$ cat config.mk
export PLATFORM = sky130hd
export DESIGN_NAME = six_bit_armor_field_extractor_core
export DESIGN_NICKNAME = d
export VERILOG_FILES = /design/src/sbafe_pkg.sv /design/src/sbafe_ram.sv /design/src/sbafe_ctrl.sv /design/src/sbafe_dp.sv /design/src/six_bit_armor_field_extractor_core.sv
export SDC_FILE = /design/constraint.sdc
export NUM_CORES = 2
export LEC_CHECK = 0
export BUFFER_PORTS_ARGS = -buffer_cell sky130_fd_sc_hd__buf_2
export CAP_MARGIN = 25
export CORE_MARGIN = 2
export CORE_UTILIZATION = 55
export DETAILED_ROUTE_END_ITERATION = 7
export GPL_ROUTABILITY_DRIVEN = 0
export PLACE_DENSITY = 0.85
export SYNTH_ARGS = -nofsm -noshare
export SYNTH_HDL_FRONTEND = slang
export SYNTH_SLANG_ARGS = --single-unit
$ cat constraint.sdc
create_clock -name i_clk -period 14.1 [get_ports i_clk]
set_input_delay 1.41 -clock i_clk [delete_from_list [all_inputs] [get_ports i_clk]]
set_output_delay 1.41 -clock i_clk [all_outputs]
set_load 0.01 [all_outputs]
$ cat src/sbafe_pkg.sv
`default_nettype none
// ----------------------------------------------------------------------------
// sbafe_pkg
// shared types, codes and constants of the six-bit armor field extractor
// ----------------------------------------------------------------------------
package sbafe_pkg;

    localparam int STORE_SYMBOLS_DEF = 256;
    localparam int FETCH_MAX         = 32;

    localparam int OPCODE_W  = 2;
    localparam int CHAR_W    = 8;
    localparam int FWIDTH_W  = 6;
    localparam int VALUE_W   = 32;
    localparam int DELIV_W   = 6;
    localparam int STATUS_W  = 2;
    localparam int REMAIN_W  = 11;
    localparam int SYM_W     = 6;
    localparam int SYM_CNT_W = 3;

    localparam int IN_TDATA_W  = 16;
    localparam int OUT_TDATA_W = 56;

    localparam logic [CHAR_W-1:0] CHAR_LO_A   = 8'h30;
    localparam logic [CHAR_W-1:0] CHAR_HI_A   = 8'h57;
    localparam logic [CHAR_W-1:0] CHAR_LO_B   = 8'h60;
    localparam logic [CHAR_W-1:0] CHAR_HI_B   = 8'h77;
    localparam logic [CHAR_W-1:0] CHAR_OFF_B  = 8'h38;
    localparam logic [CHAR_W-1:0] SYM_MASK    = 8'h3F;

    typedef enum logic [OPCODE_W-1:0] {
        OP_CLEAR  = 2'd0,
        OP_APPEND = 2'd1,
        OP_FETCH  = 2'd2,
        OP_NOP    = 2'd3
    } t_opcode;

    typedef enum logic [STATUS_W-1:0] {
        ST_OK        = 2'd0,
        ST_BADCHAR   = 2'd1,
        ST_FULL      = 2'd2,
        ST_EXHAUSTED = 2'd3
    } t_status;

    typedef enum logic [1:0] {
        S_IDLE,
        S_EXEC,
        S_FETCH,
        S_DONE
    } t_state;

    // controller to datapath
    typedef struct packed {
        logic load;      // capture the accepted request
        logic exec;      // apply clear, append or no-op
        logic take;      // move bits from the current source into the accumulator
        logic read_sym;  // read the next stored symbol
        logic set_exh;   // mark the stream as exhausted
        logic out_load;  // load the output register
    } t_cmd;

    // datapath to controller
    typedef struct packed {
        logic is_fetch;
        logic need_zero;
        logic src_empty;
        logic has_sym;
        logic take_drains;
        logic out_free;
    } t_sts;

    typedef struct packed {
        logic             valid;
        logic [SYM_W-1:0] sym;
    } t_dearmor;

    function automatic t_dearmor dearmor(input logic [CHAR_W-1:0] c);
        t_dearmor d;
        logic [CHAR_W-1:0] diff;
        d.valid = 1'b0;
        diff    = '0;
        if (c >= CHAR_LO_A && c <= CHAR_HI_A) begin
            d.valid = 1'b1;
            diff    = c - CHAR_LO_A;
        end else if (c >= CHAR_LO_B && c <= CHAR_HI_B) begin
            d.valid = 1'b1;
            diff    = c - CHAR_OFF_B;
        end
        d.sym = SYM_W'(diff & SYM_MASK);
        return d;
    endfunction

endpackage
`default_nettype wire

$ cat src/sbafe_ram.sv
`default_nettype none
// ----------------------------------------------------------------------------
// sbafe_ram
// generic single write port, single read port ram with registered read
// ----------------------------------------------------------------------------
module sbafe_ram #(
    parameter int WIDTH = 6,
    parameter int DEPTH = 256
) (
    input  wire logic                     i_clk,
    input  wire logic                     i_we,
    input  wire logic [$clog2(DEPTH)-1:0] i_waddr,
    input  wire logic [WIDTH-1:0]         i_wdata,
    input  wire logic                     i_re,
    input  wire logic [$clog2(DEPTH)-1:0] i_raddr,
    output logic      [WIDTH-1:0]         o_rdata
);

    logic [WIDTH-1:0] r_mem [DEPTH];
    logic [WIDTH-1:0] r_rdata;

    always_ff @(posedge i_clk) begin
        if (i_we) begin
            r_mem[i_waddr] <= i_wdata;
        end
        if (i_re) begin
            r_rdata <= r_mem[i_raddr];
        end
    end

    assign o_rdata = r_rdata;

endmodule
`default_nettype wire

$ cat src/sbafe_ctrl.sv
`default_nettype none
// ----------------------------------------------------------------------------
// sbafe_ctrl
// request sequencer: accept, execute, fetch loop, result hand-off
// ----------------------------------------------------------------------------
module sbafe_ctrl (
    input  wire logic             i_clk,
    input  wire logic             i_rst_n,
    input  wire logic             i_in_valid,
    output logic                  o_in_ready,
    input  wire sbafe_pkg::t_sts  i_sts,
    output sbafe_pkg::t_cmd       o_cmd
);

    sbafe_pkg::t_state r_state;
    sbafe_pkg::t_state n_state;

    always_ff @(posedge i_clk) begin
        if (!i_rst_n) begin
            r_state <= sbafe_pkg::S_IDLE;
        end else begin
            r_state <= n_state;
        end
    end

    // next state
    always_comb begin
        n_state = r_state;
        unique case (r_state)
            sbafe_pkg::S_IDLE: begin
                if (i_in_valid) begin
                    n_state = sbafe_pkg::S_EXEC;
                end
            end
            sbafe_pkg::S_EXEC: begin
                n_state = i_sts.is_fetch ? sbafe_pkg::S_FETCH : sbafe_pkg::S_DONE;
            end
            sbafe_pkg::S_FETCH: begin
                if (i_sts.need_zero) begin
                    n_state = sbafe_pkg::S_DONE;
                end else if (i_sts.src_empty && !i_sts.has_sym) begin
                    n_state = sbafe_pkg::S_DONE;
                end
            end
            sbafe_pkg::S_DONE: begin
                if (i_sts.out_free) begin
                    n_state = sbafe_pkg::S_IDLE;
                end
            end
            default: n_state = sbafe_pkg::S_IDLE;
        endcase
    end

    // outputs
    always_comb begin
        o_cmd      = '0;
        o_in_ready = 1'b0;
        unique case (r_state)
            sbafe_pkg::S_IDLE: begin
                o_in_ready = 1'b1;
                o_cmd.load = i_in_valid;
            end
            sbafe_pkg::S_EXEC: begin
                o_cmd.exec = !i_sts.is_fetch;
            end
            sbafe_pkg::S_FETCH: begin
                if (!i_sts.need_zero) begin
                    if (i_sts.src_empty) begin
                        o_cmd.read_sym = i_sts.has_sym;
                        o_cmd.set_exh  = !i_sts.has_sym;
                    end else begin
                        o_cmd.take     = 1'b1;
                        o_cmd.read_sym = i_sts.take_drains && i_sts.has_sym;
                    end
                end
            end
            sbafe_pkg::S_DONE: begin
                o_cmd.out_load = i_sts.out_free;
            end
            default: begin
                o_cmd = '0;
            end
        endcase
    end

    // a symbol read is only ever issued from the fetch loop
    assert property (@(posedge i_clk) disable iff (!i_rst_n)
        o_cmd.read_sym |-> r_state == sbafe_pkg::S_FETCH)
        else $error("symbol read outside fetch loop");

    // after a request is taken the next cycle executes it
    assert property (@(posedge i_clk) disable iff (!i_rst_n)
        o_cmd.load |=> r_state == sbafe_pkg::S_EXEC)
        else $error("accepted request not executed");

    // a result load always returns to idle
    assert property (@(posedge i_clk) disable iff (!i_rst_n)
        o_cmd.out_load |=> r_state == sbafe_pkg::S_IDLE)
        else $error("result load did not end the request");

endmodule
`default_nettype wire

$ cat src/sbafe_dp.sv
`default_nettype none
// ----------------------------------------------------------------------------
// sbafe_dp
// symbol store, stream counters, bit accumulator and output register
// ----------------------------------------------------------------------------
module sbafe_dp #(
    parameter int STORE_SYMBOLS = sbafe_pkg::STORE_SYMBOLS_DEF
) (
    input  wire logic                           i_clk,
    input  wire logic                           i_rst_n,
    input  wire logic [sbafe_pkg::OPCODE_W-1:0] i_opcode,
    input  wire logic [sbafe_pkg::CHAR_W-1:0]   i_char_in,
    input  wire logic [sbafe_pkg::FWIDTH_W-1:0] i_fetch_width,
    input  wire sbafe_pkg::t_cmd                i_cmd,
    output sbafe_pkg::t_sts                     o_sts,
    input  wire logic                           i_out_ready,
    output logic                                o_out_valid,
    output logic [sbafe_pkg::VALUE_W-1:0]       o_field_value,
    output logic [sbafe_pkg::DELIV_W-1:0]       o_bits_delivered,
    output logic [sbafe_pkg::STATUS_W-1:0]      o_status,
    output logic [sbafe_pkg::REMAIN_W-1:0]      o_bits_remaining
);

    localparam int CW  = $clog2(STORE_SYMBOLS + 1);
    localparam int AW  = $clog2(STORE_SYMBOLS);
    localparam int RW  = CW + 3;
    localparam int SW  = sbafe_pkg::SYM_W;
    localparam int NW  = sbafe_pkg::FWIDTH_W;
    localparam int KW  = sbafe_pkg::SYM_CNT_W;
    localparam int VW  = sbafe_pkg::VALUE_W;

    // request
    sbafe_pkg::t_opcode         r_op;
    logic [sbafe_pkg::CHAR_W-1:0] r_char;
    logic [NW-1:0]              r_need;
    logic [NW-1:0]              n_need_ld;

    // stream state
    logic [CW-1:0]              r_wc;
    logic [CW-1:0]              r_rp;
    logic [SW-1:0]              r_left;
    logic [KW-1:0]              r_lc;
    logic                       r_pend;

    // result being built
    logic [VW-1:0]              r_acc;
    logic [NW-1:0]              r_got;
    sbafe_pkg::t_status         r_status;

    // output register
    logic                       r_out_valid;
    logic [VW-1:0]              r_out_value;
    logic [NW-1:0]              r_out_got;
    sbafe_pkg::t_status         r_out_status;
    logic [sbafe_pkg::REMAIN_W-1:0] r_out_rem;

    logic [SW-1:0]              ram_rdata;
    logic                       ram_we;
    logic                       store_full;
    sbafe_pkg::t_dearmor        dm;

    logic [SW-1:0]              src_bits;
    logic [KW-1:0]              src_cnt;
    logic [KW-1:0]              take;
    logic [KW-1:0]              rest;
    logic [SW-1:0]              piece;
    logic [SW-1:0]              rest_mask;
    logic [SW:0]                take_mask;
    logic [CW-1:0]              pending;
    logic [RW-1:0]              rem_full;

    assign n_need_ld = (i_fetch_width > NW'(sbafe_pkg::FETCH_MAX))
                     ? NW'(sbafe_pkg::FETCH_MAX) : i_fetch_width;

    // current bit source: a freshly read symbol or the leftover bits
    assign src_bits  = r_pend ? ram_rdata : r_left;
    assign src_cnt   = r_pend ? KW'(SW) : r_lc;
    assign take      = (r_need < NW'(src_cnt)) ? r_need[KW-1:0] : src_cnt;
    assign rest      = src_cnt - take;
    assign take_mask = (SW+1)'(((SW+1)'(1) << take) - (SW+1)'(1));
    assign rest_mask = SW'(((SW+1)'(1) << rest) - (SW+1)'(1));
    assign piece     = (src_bits >> rest) & take_mask[SW-1:0];

    assign dm         = sbafe_pkg::dearmor(r_char);
    assign store_full = r_wc >= CW'(STORE_SYMBOLS);
    assign ram_we     = i_cmd.exec && (r_op == sbafe_pkg::OP_APPEND) && dm.valid && !store_full;

    assign pending  = r_wc - r_rp;
    assign rem_full = (RW'(pending) << 2) + (RW'(pending) << 1) + RW'(r_lc);

    assign o_sts.is_fetch    = r_op == sbafe_pkg::OP_FETCH;
    assign o_sts.need_zero   = r_need == '0;
    assign o_sts.src_empty   = src_cnt == '0;
    assign o_sts.has_sym     = r_rp < r_wc;
    assign o_sts.take_drains = (rest == '0) && (r_need > NW'(take));
    assign o_sts.out_free    = !r_out_valid || i_out_ready;

    sbafe_ram #(
        .WIDTH (SW),
        .DEPTH (STORE_SYMBOLS)
    ) u_store (
        .i_clk   (i_clk),
        .i_we    (ram_we),
        .i_waddr (r_wc[AW-1:0]),
        .i_wdata (dm.sym),
        .i_re    (i_cmd.read_sym),
        .i_raddr (r_rp[AW-1:0]),
        .o_rdata (ram_rdata)
    );

    // request payload
    always_ff @(posedge i_clk) begin
        if (i_cmd.load) begin
            r_op   <= sbafe_pkg::t_opcode'(i_opcode);
            r_char <= i_char_in;
        end
    end

    // stream and accumulator state
    always_ff @(posedge i_clk) begin
        if (!i_rst_n) begin
            r_wc     <= '0;
            r_rp     <= '0;
            r_left   <= '0;
            r_lc     <= '0;
            r_pend   <= 1'b0;
            r_need   <= '0;
            r_got    <= '0;
            r_acc    <= '0;
            r_status <= sbafe_pkg::ST_OK;
        end else begin
            if (i_cmd.load) begin
                r_need   <= n_need_ld;
                r_got    <= '0;
                r_acc    <= '0;
                r_status <= sbafe_pkg::ST_OK;
            end
            if (i_cmd.exec) begin
                case (r_op)
                    sbafe_pkg::OP_CLEAR: begin
                        r_wc   <= '0;
                        r_rp   <= '0;
                        r_left <= '0;
                        r_lc   <= '0;
                        r_pend <= 1'b0;
                    end
                    sbafe_pkg::OP_APPEND: begin
                        if (!dm.valid) begin
                            r_status <= sbafe_pkg::ST_BADCHAR;
                        end else if (store_full) begin
                            r_status <= sbafe_pkg::ST_FULL;
                        end else begin
                            r_wc <= r_wc + CW'(1);
                        end
                    end
                    default: begin
                    end
                endcase
            end
            if (i_cmd.take) begin
                r_acc  <= (r_acc << take) | VW'(piece);
                r_left <= src_bits & rest_mask;
                r_lc   <= rest;
                r_need <= r_need - NW'(take);
                r_got  <= r_got + NW'(take);
            end
            if (i_cmd.read_sym) begin
                r_rp   <= r_rp + CW'(1);
                r_pend <= 1'b1;
            end else if (i_cmd.take) begin
                r_pend <= 1'b0;
            end
            if (i_cmd.set_exh) begin
                r_status <= sbafe_pkg::ST_EXHAUSTED;
            end
        end
    end

    // output register
    always_ff @(posedge i_clk) begin
        if (!i_rst_n) begin
            r_out_valid <= 1'b0;
        end else if (i_cmd.out_load) begin
            r_out_valid <= 1'b1;
        end else if (i_out_ready) begin
            r_out_valid <= 1'b0;
        end
    end

    always_ff @(posedge i_clk) begin
        if (i_cmd.out_load) begin
            r_out_value  <= r_acc;
            r_out_got    <= r_got;
            r_out_status <= r_status;
            r_out_rem    <= sbafe_pkg::REMAIN_W'(rem_full);
        end
    end

    assign o_out_valid      = r_out_valid;
    assign o_field_value    = r_out_value;
    assign o_bits_delivered = r_out_got;
    assign o_status         = r_out_status;
    assign o_bits_remaining = r_out_rem;

    // read pointer never passes the write count
    assert property (@(posedge i_clk) disable iff (!i_rst_n)
        r_rp <= r_wc)
        else $error("read pointer past write count");

    // a pending symbol read only happens once the leftover bits are used up
    assert property (@(posedge i_clk) disable iff (!i_rst_n)
        r_pend |-> r_lc == '0)
        else $error("symbol read with leftover bits still held");

    // delivered plus outstanding bits never exceed the fetch limit
    assert property (@(posedge i_clk) disable iff (!i_rst_n)
        (NW+1)'(r_got) + (NW+1)'(r_need) <= (NW+1)'(sbafe_pkg::FETCH_MAX))
        else $error("fetch bit accounting broken");

    // an exhausted result leaves nothing behind
    assert property (@(posedge i_clk) disable iff (!i_rst_n)
        (r_out_valid && r_out_status == sbafe_pkg::ST_EXHAUSTED) |-> r_out_rem == '0)
        else $error("exhausted result with bits remaining");

endmodule
`default_nettype wire

$ cat src/six_bit_armor_field_extractor_core.sv
`default_nettype none
// ----------------------------------------------------------------------------
// six_bit_armor_field_extractor_core
// de-armors six-bit ascii payload characters into a symbol store and hands
// out msb-first bit fields of up to 32 bits from the stored stream
// ----------------------------------------------------------------------------
//  channel   | direction | width | contents (lsb first)
//  ----------+-----------+-------+-------------------------------------------
//  s_axis_*  | in        | 16    | opcode[1:0] char_in[9:2] fetch_width[15:10]
//  m_axis_*  | out       | 56    | field_value[31:0] bits_delivered[37:32]
//            |           |       | status[39:38] bits_remaining[50:40]
//
//  one request at a time; a request is accepted only while the sequencer idles
//  clear, append and no-op: accept, execute and hand-off per request
//  fetch: accept, execute, the fetch loop and hand-off; the loop reads symbols
//  through the registered store read port, one symbol per cycle, overlapped
//  with the bit take of the previous symbol
//  a stalled result sits in the output register; the next request may be
//  accepted and worked on meanwhile, it waits at hand-off until the register frees
//  reset clears counters, leftover bits and control; store contents are kept
// ----------------------------------------------------------------------------
module six_bit_armor_field_extractor_core #(
    parameter int STORE_SYMBOLS = sbafe_pkg::STORE_SYMBOLS_DEF
) (
    input  wire logic                                 i_clk,
    input  wire logic                                 i_rst_n,
    // request channel
    input  wire logic                                 s_axis_tvalid,
    output logic                                      s_axis_tready,
    // opcode[1:0], char_in[9:2], fetch_width[15:10]
    input  wire logic [sbafe_pkg::IN_TDATA_W-1:0]     s_axis_tdata,
    // result channel
    output logic                                      m_axis_tvalid,
    input  wire logic                                 m_axis_tready,
    // field_value[31:0], bits_delivered[37:32], status[39:38],
    // bits_remaining[50:40], zero[55:51]
    output logic [sbafe_pkg::OUT_TDATA_W-1:0]         m_axis_tdata
);

    localparam int PAD_W = sbafe_pkg::OUT_TDATA_W - sbafe_pkg::VALUE_W - sbafe_pkg::DELIV_W
                         - sbafe_pkg::STATUS_W - sbafe_pkg::REMAIN_W;

    sbafe_pkg::t_cmd cmd;
    sbafe_pkg::t_sts sts;

    logic [sbafe_pkg::VALUE_W-1:0]  field_value;
    logic [sbafe_pkg::DELIV_W-1:0]  bits_delivered;
    logic [sbafe_pkg::STATUS_W-1:0] status;
    logic [sbafe_pkg::REMAIN_W-1:0] bits_remaining;

    // sequencer: one request in flight, fetch loop one step per cycle
    sbafe_ctrl u_ctrl (
        .i_clk      (i_clk),
        .i_rst_n    (i_rst_n),
        .i_in_valid (s_axis_tvalid),
        .o_in_ready (s_axis_tready),
        .i_sts      (sts),
        .o_cmd      (cmd)
    );

    // store, counters, accumulator and result register
    sbafe_dp #(
        .STORE_SYMBOLS (STORE_SYMBOLS)
    ) u_dp (
        .i_clk            (i_clk),
        .i_rst_n          (i_rst_n),
        .i_opcode         (s_axis_tdata[1:0]),
        .i_char_in        (s_axis_tdata[9:2]),
        .i_fetch_width    (s_axis_tdata[15:10]),
        .i_cmd            (cmd),
        .o_sts            (sts),
        .i_out_ready      (m_axis_tready),
        .o_out_valid      (m_axis_tvalid),
        .o_field_value    (field_value),
        .o_bits_delivered (bits_delivered),
        .o_status         (status),
        .o_bits_remaining (bits_remaining)
    );

    // result packing, first field in the low bits
    assign m_axis_tdata = {{PAD_W{1'b0}}, bits_remaining, status, bits_delivered, field_value};

endmodule
`default_nettype wire

==> flow_metrics.tcl <==
set metrics [dict create \
    status "finished clean" \
    synth_edf_count 1603 \
    cts_sinks 1680 \
    drt_pre_antenna_iters 7 \
    cts_tree "done" \
    die_h_um 354 \
    post_cts_buffers 0 \
    switchingPower_w 0.00254 \
    wl_per_cell_um 33.0 \
    post_cts_resized 0 \
    start_util 0.553 \
    clk_latency_ns 0.80 \
    p_int_w 0.00835 \
    finish.utilization 0.615 \
    nFillCells 7643 \
    swShare 0.233 \
    setup_tns_ns 0 \
    cts.clk_slew.worst_paths_ns 0.06 \
    yosys_register_bits 1680 \
    syn-cell-area_sq_um 67200 \
    dieArea_sq_um 125000 \
    final_cells 5398 \
    drive_gt1_frac 0.208 \
    synth_seq_area_share 0.739 \
    grt_first_pass_wirelength_um 259000 \
    ir_drop_v 0.000158 \
    synthCells 3538 \
    relSlewSlack 0.163 \
    coreArea_sq_um 122000 \
    grt_max_degree 257 \
    tightest_slew_ns 1.26 \
    min_period_ns 5.84 \
    grt_use_total 0.283 \
    area.growth.synth_to_final_pct 11.2 \
    worstSetupStartpointType "register" \
    hold_viol 0 \
    drc 0 \
    crit_fanout 103 \
    hold-path-cell-count 0 \
    viasPerCell 7.01 \
    maxSlewViolCount 0 \
    seqPwrFrac 0.536 \
    rsz0062_at_grt "no" \
    clockBufferDepth 3 \
    htree_levels 4 \
    place_inst 5090 \
    drtIter0Drc 6674 \
    fmax_ghz 0.171 \
    wl_um 178000 \
    antenna_found_initial 7 \
    overflow 0 \
    io_buffers 72 \
    rows 128 \
    fin_skew_ns 0.0520 \
    critPathKind "register to register" \
    grt_pass1_vias 37500 \
    num_io_pins 78 \
    p_leak_nw 23.7 \
    maxCapViolCount 0 \
    ant_nets 0 \
    required_ns 14.60 \
    synth_flop_cell "edfxtp_1" \
    hp-class "register to register" \
    ys_warn_count 0 \
    yosysUniqueCellTypes 73 \
    r2r_cells 10 \
    dr_total_vias 37900 \
    clkPwrFrac 0.400 \
    end_kind "register" \
    timing.reg2reg.setup_slack_ns 8.26 \
    fin_crit_sh 0.414 \
    cts_buffers 161 \
    finalSetupViolCount 0 \
    cts_hold_buf 0 \
    power_frac_comb 0.064 \
    post-dp-hpwl_um 93600 \
    root_buffer "clkbuf_16" \
    syn_avg_cell_area_sq_um 19.0 \
    arrival_ns 6.34 \
    async_reset_ff_frac 0 \
    die_w_um 354 \
    final_net_count 3703 \
    power-per-cell-area_nw_per_um2 146 \
]
-- sequential cells by signal, indices dropped and copies added (netlist names), 8 cells and up --
register	cells
u_dp.o_bits_remaining	11
u_dp.o_field_value	32
u_dp.r_acc	32
u_dp.r_char	8
u_dp.r_rp	9
u_dp.r_wc	9
u_dp.u_store.r_mem	1536
-- per-stage QoR --
| step | cell area [sq um] | setup slack [ns] | hold WS (ns) | power, W |
|---|---|---|---|---|
| 3_5_place_dp | 69400 | 8.53 | 0.421 | 0.00660 |
| 5_1_grt | 74800 | 7.84 | 0.439 | 0.0111 |
| 2_1_floorplan | 67300 | 0.764 | 0.408 | 0.00644 |
| 6_report | 74800 | 8.26 | 0.439 | 0.0109 |
| 4_1_cts | 74700 | 8.19 | 0.434 | 0.0109 |
| 3_3_place_gp | 69400 | 8.64 | 0.418 | 0.00656 |
-- cell type report --
cell class / count / area (sq um) / share of cell area
well taps: 1625 / 2030 / 0.0272
clock inverters: 105 / 1100 / 0.0148
flip-flops and latches: 1680 / 49700 / 0.665
repair buffers: 138 / 987 / 0.0132
diodes: 6 / 15.0 / 0.000201
clock buffers: 191 / 4160 / 0.0557
inverters: 53 / 200 / 0.00268
multi-input cells: 1600 / 16600 / 0.222
-- placed cells by master, fill, tap and decap left out, drive strengths merged, types with 19 or more instances in the layout --
cell / instances
a22oi: 91
a211o: 25
edfxtp: 1603
buf: 136
a21oi: 65
nor3: 27
xnor2: 19
a31oi: 27
a221o: 28
mux2i: 111
clkinv: 78
o22ai: 49
clkbuf: 193
o21ai: 55
inv: 59
mux4: 385
a221oi: 29
ha: 46
dfxtp: 77
nand3: 37
nand2: 100
nor2: 312
-- metal layers --
layer / GRT usage / vias up / routed length [um]
met4: 0.144 / 4 / 9870
li1: - / 14700 / -
met1: 0.367 / 19100 / 59700
met5: 0 / - / 30
met2: 0.444 / 3393 / 84400
met3: 0.0788 / 615 / 24000
-- power by group through the flow --
| stage | Combinational [W] | Clock, W | Sequential, W |
|---|---|---|---|
| 3_5_place_dp | 0.000658 | 0 | 0.00594 |
| 4_1_cts | 0.000669 | 0.00436 | 0.00583 |
| 2_1_floorplan | 0.000358 | 0 | 0.00608 |
| 5_1_grt | 0.000738 | 0.00453 | 0.00584 |
| 3_3_place_gp | 0.000620 | 0 | 0.00594 |
| 6_report | 0.000694 | 0.00436 | 0.00583 |
-- Yosys cell counts (49+ instances only) --
cell      number  share of area
nand2_1      100         0.0056
edfxtp_1    1603           0.72
o22ai_1       49         0.0046
buf_2         57         0.0042
a21oi_1       65         0.0048
o21ai_0       52         0.0039
clkbuf_1     127         0.0071
mux2i_1      110          0.016
inv_1         50         0.0028
a22oi_1       91          0.010
mux4_2       385           0.13
dfxtp_1       77          0.023
nor2_1       312          0.017
-- worst max-delay path, stage by stage (launching register included) --
cell	delay, ns
dfxtp_4	0.78
buf_12	0.64
buf_12	0.70
buf_4	0.84
mux4_2	0.62
mux2i_1	0.30
o21ai_0	0.47
a211o_1	0.44
o311ai_1	0.14
clkbuf_4	0.29
o31ai_1	0.10
-- logic make-up (layout without fill, tap and decap cells) --
logic type	count (synthesis)	in the layout	share of synthesized area
AOI/OAI and AO/OA	465	465	0.0500
xor gates and xnor gates	25	25	0.00326
adders and majority gates	49	49	0.00945
buffers and inverters	262	487	0.0163
DFF	1680	1680	0.739
muxes	499	499	0.146
other	1	11	0.0000558
and+or+nand+nor	557	557	0.0359
-- worst paths after layout --
check / from / endpoint
worst min register to register: u_dp.r_acc[31] / u_dp.o_field_value[31]
worst min-delay path: u_dp.r_acc[31] / u_dp.o_field_value[31]
worst max register to register: u_dp.r_rp[0] / u_dp.u_store.o_rdata[1]
worst max-delay path: u_dp.r_rp[0] / u_dp.u_store.o_rdata[1]
(Power assumes the default switching activity.)
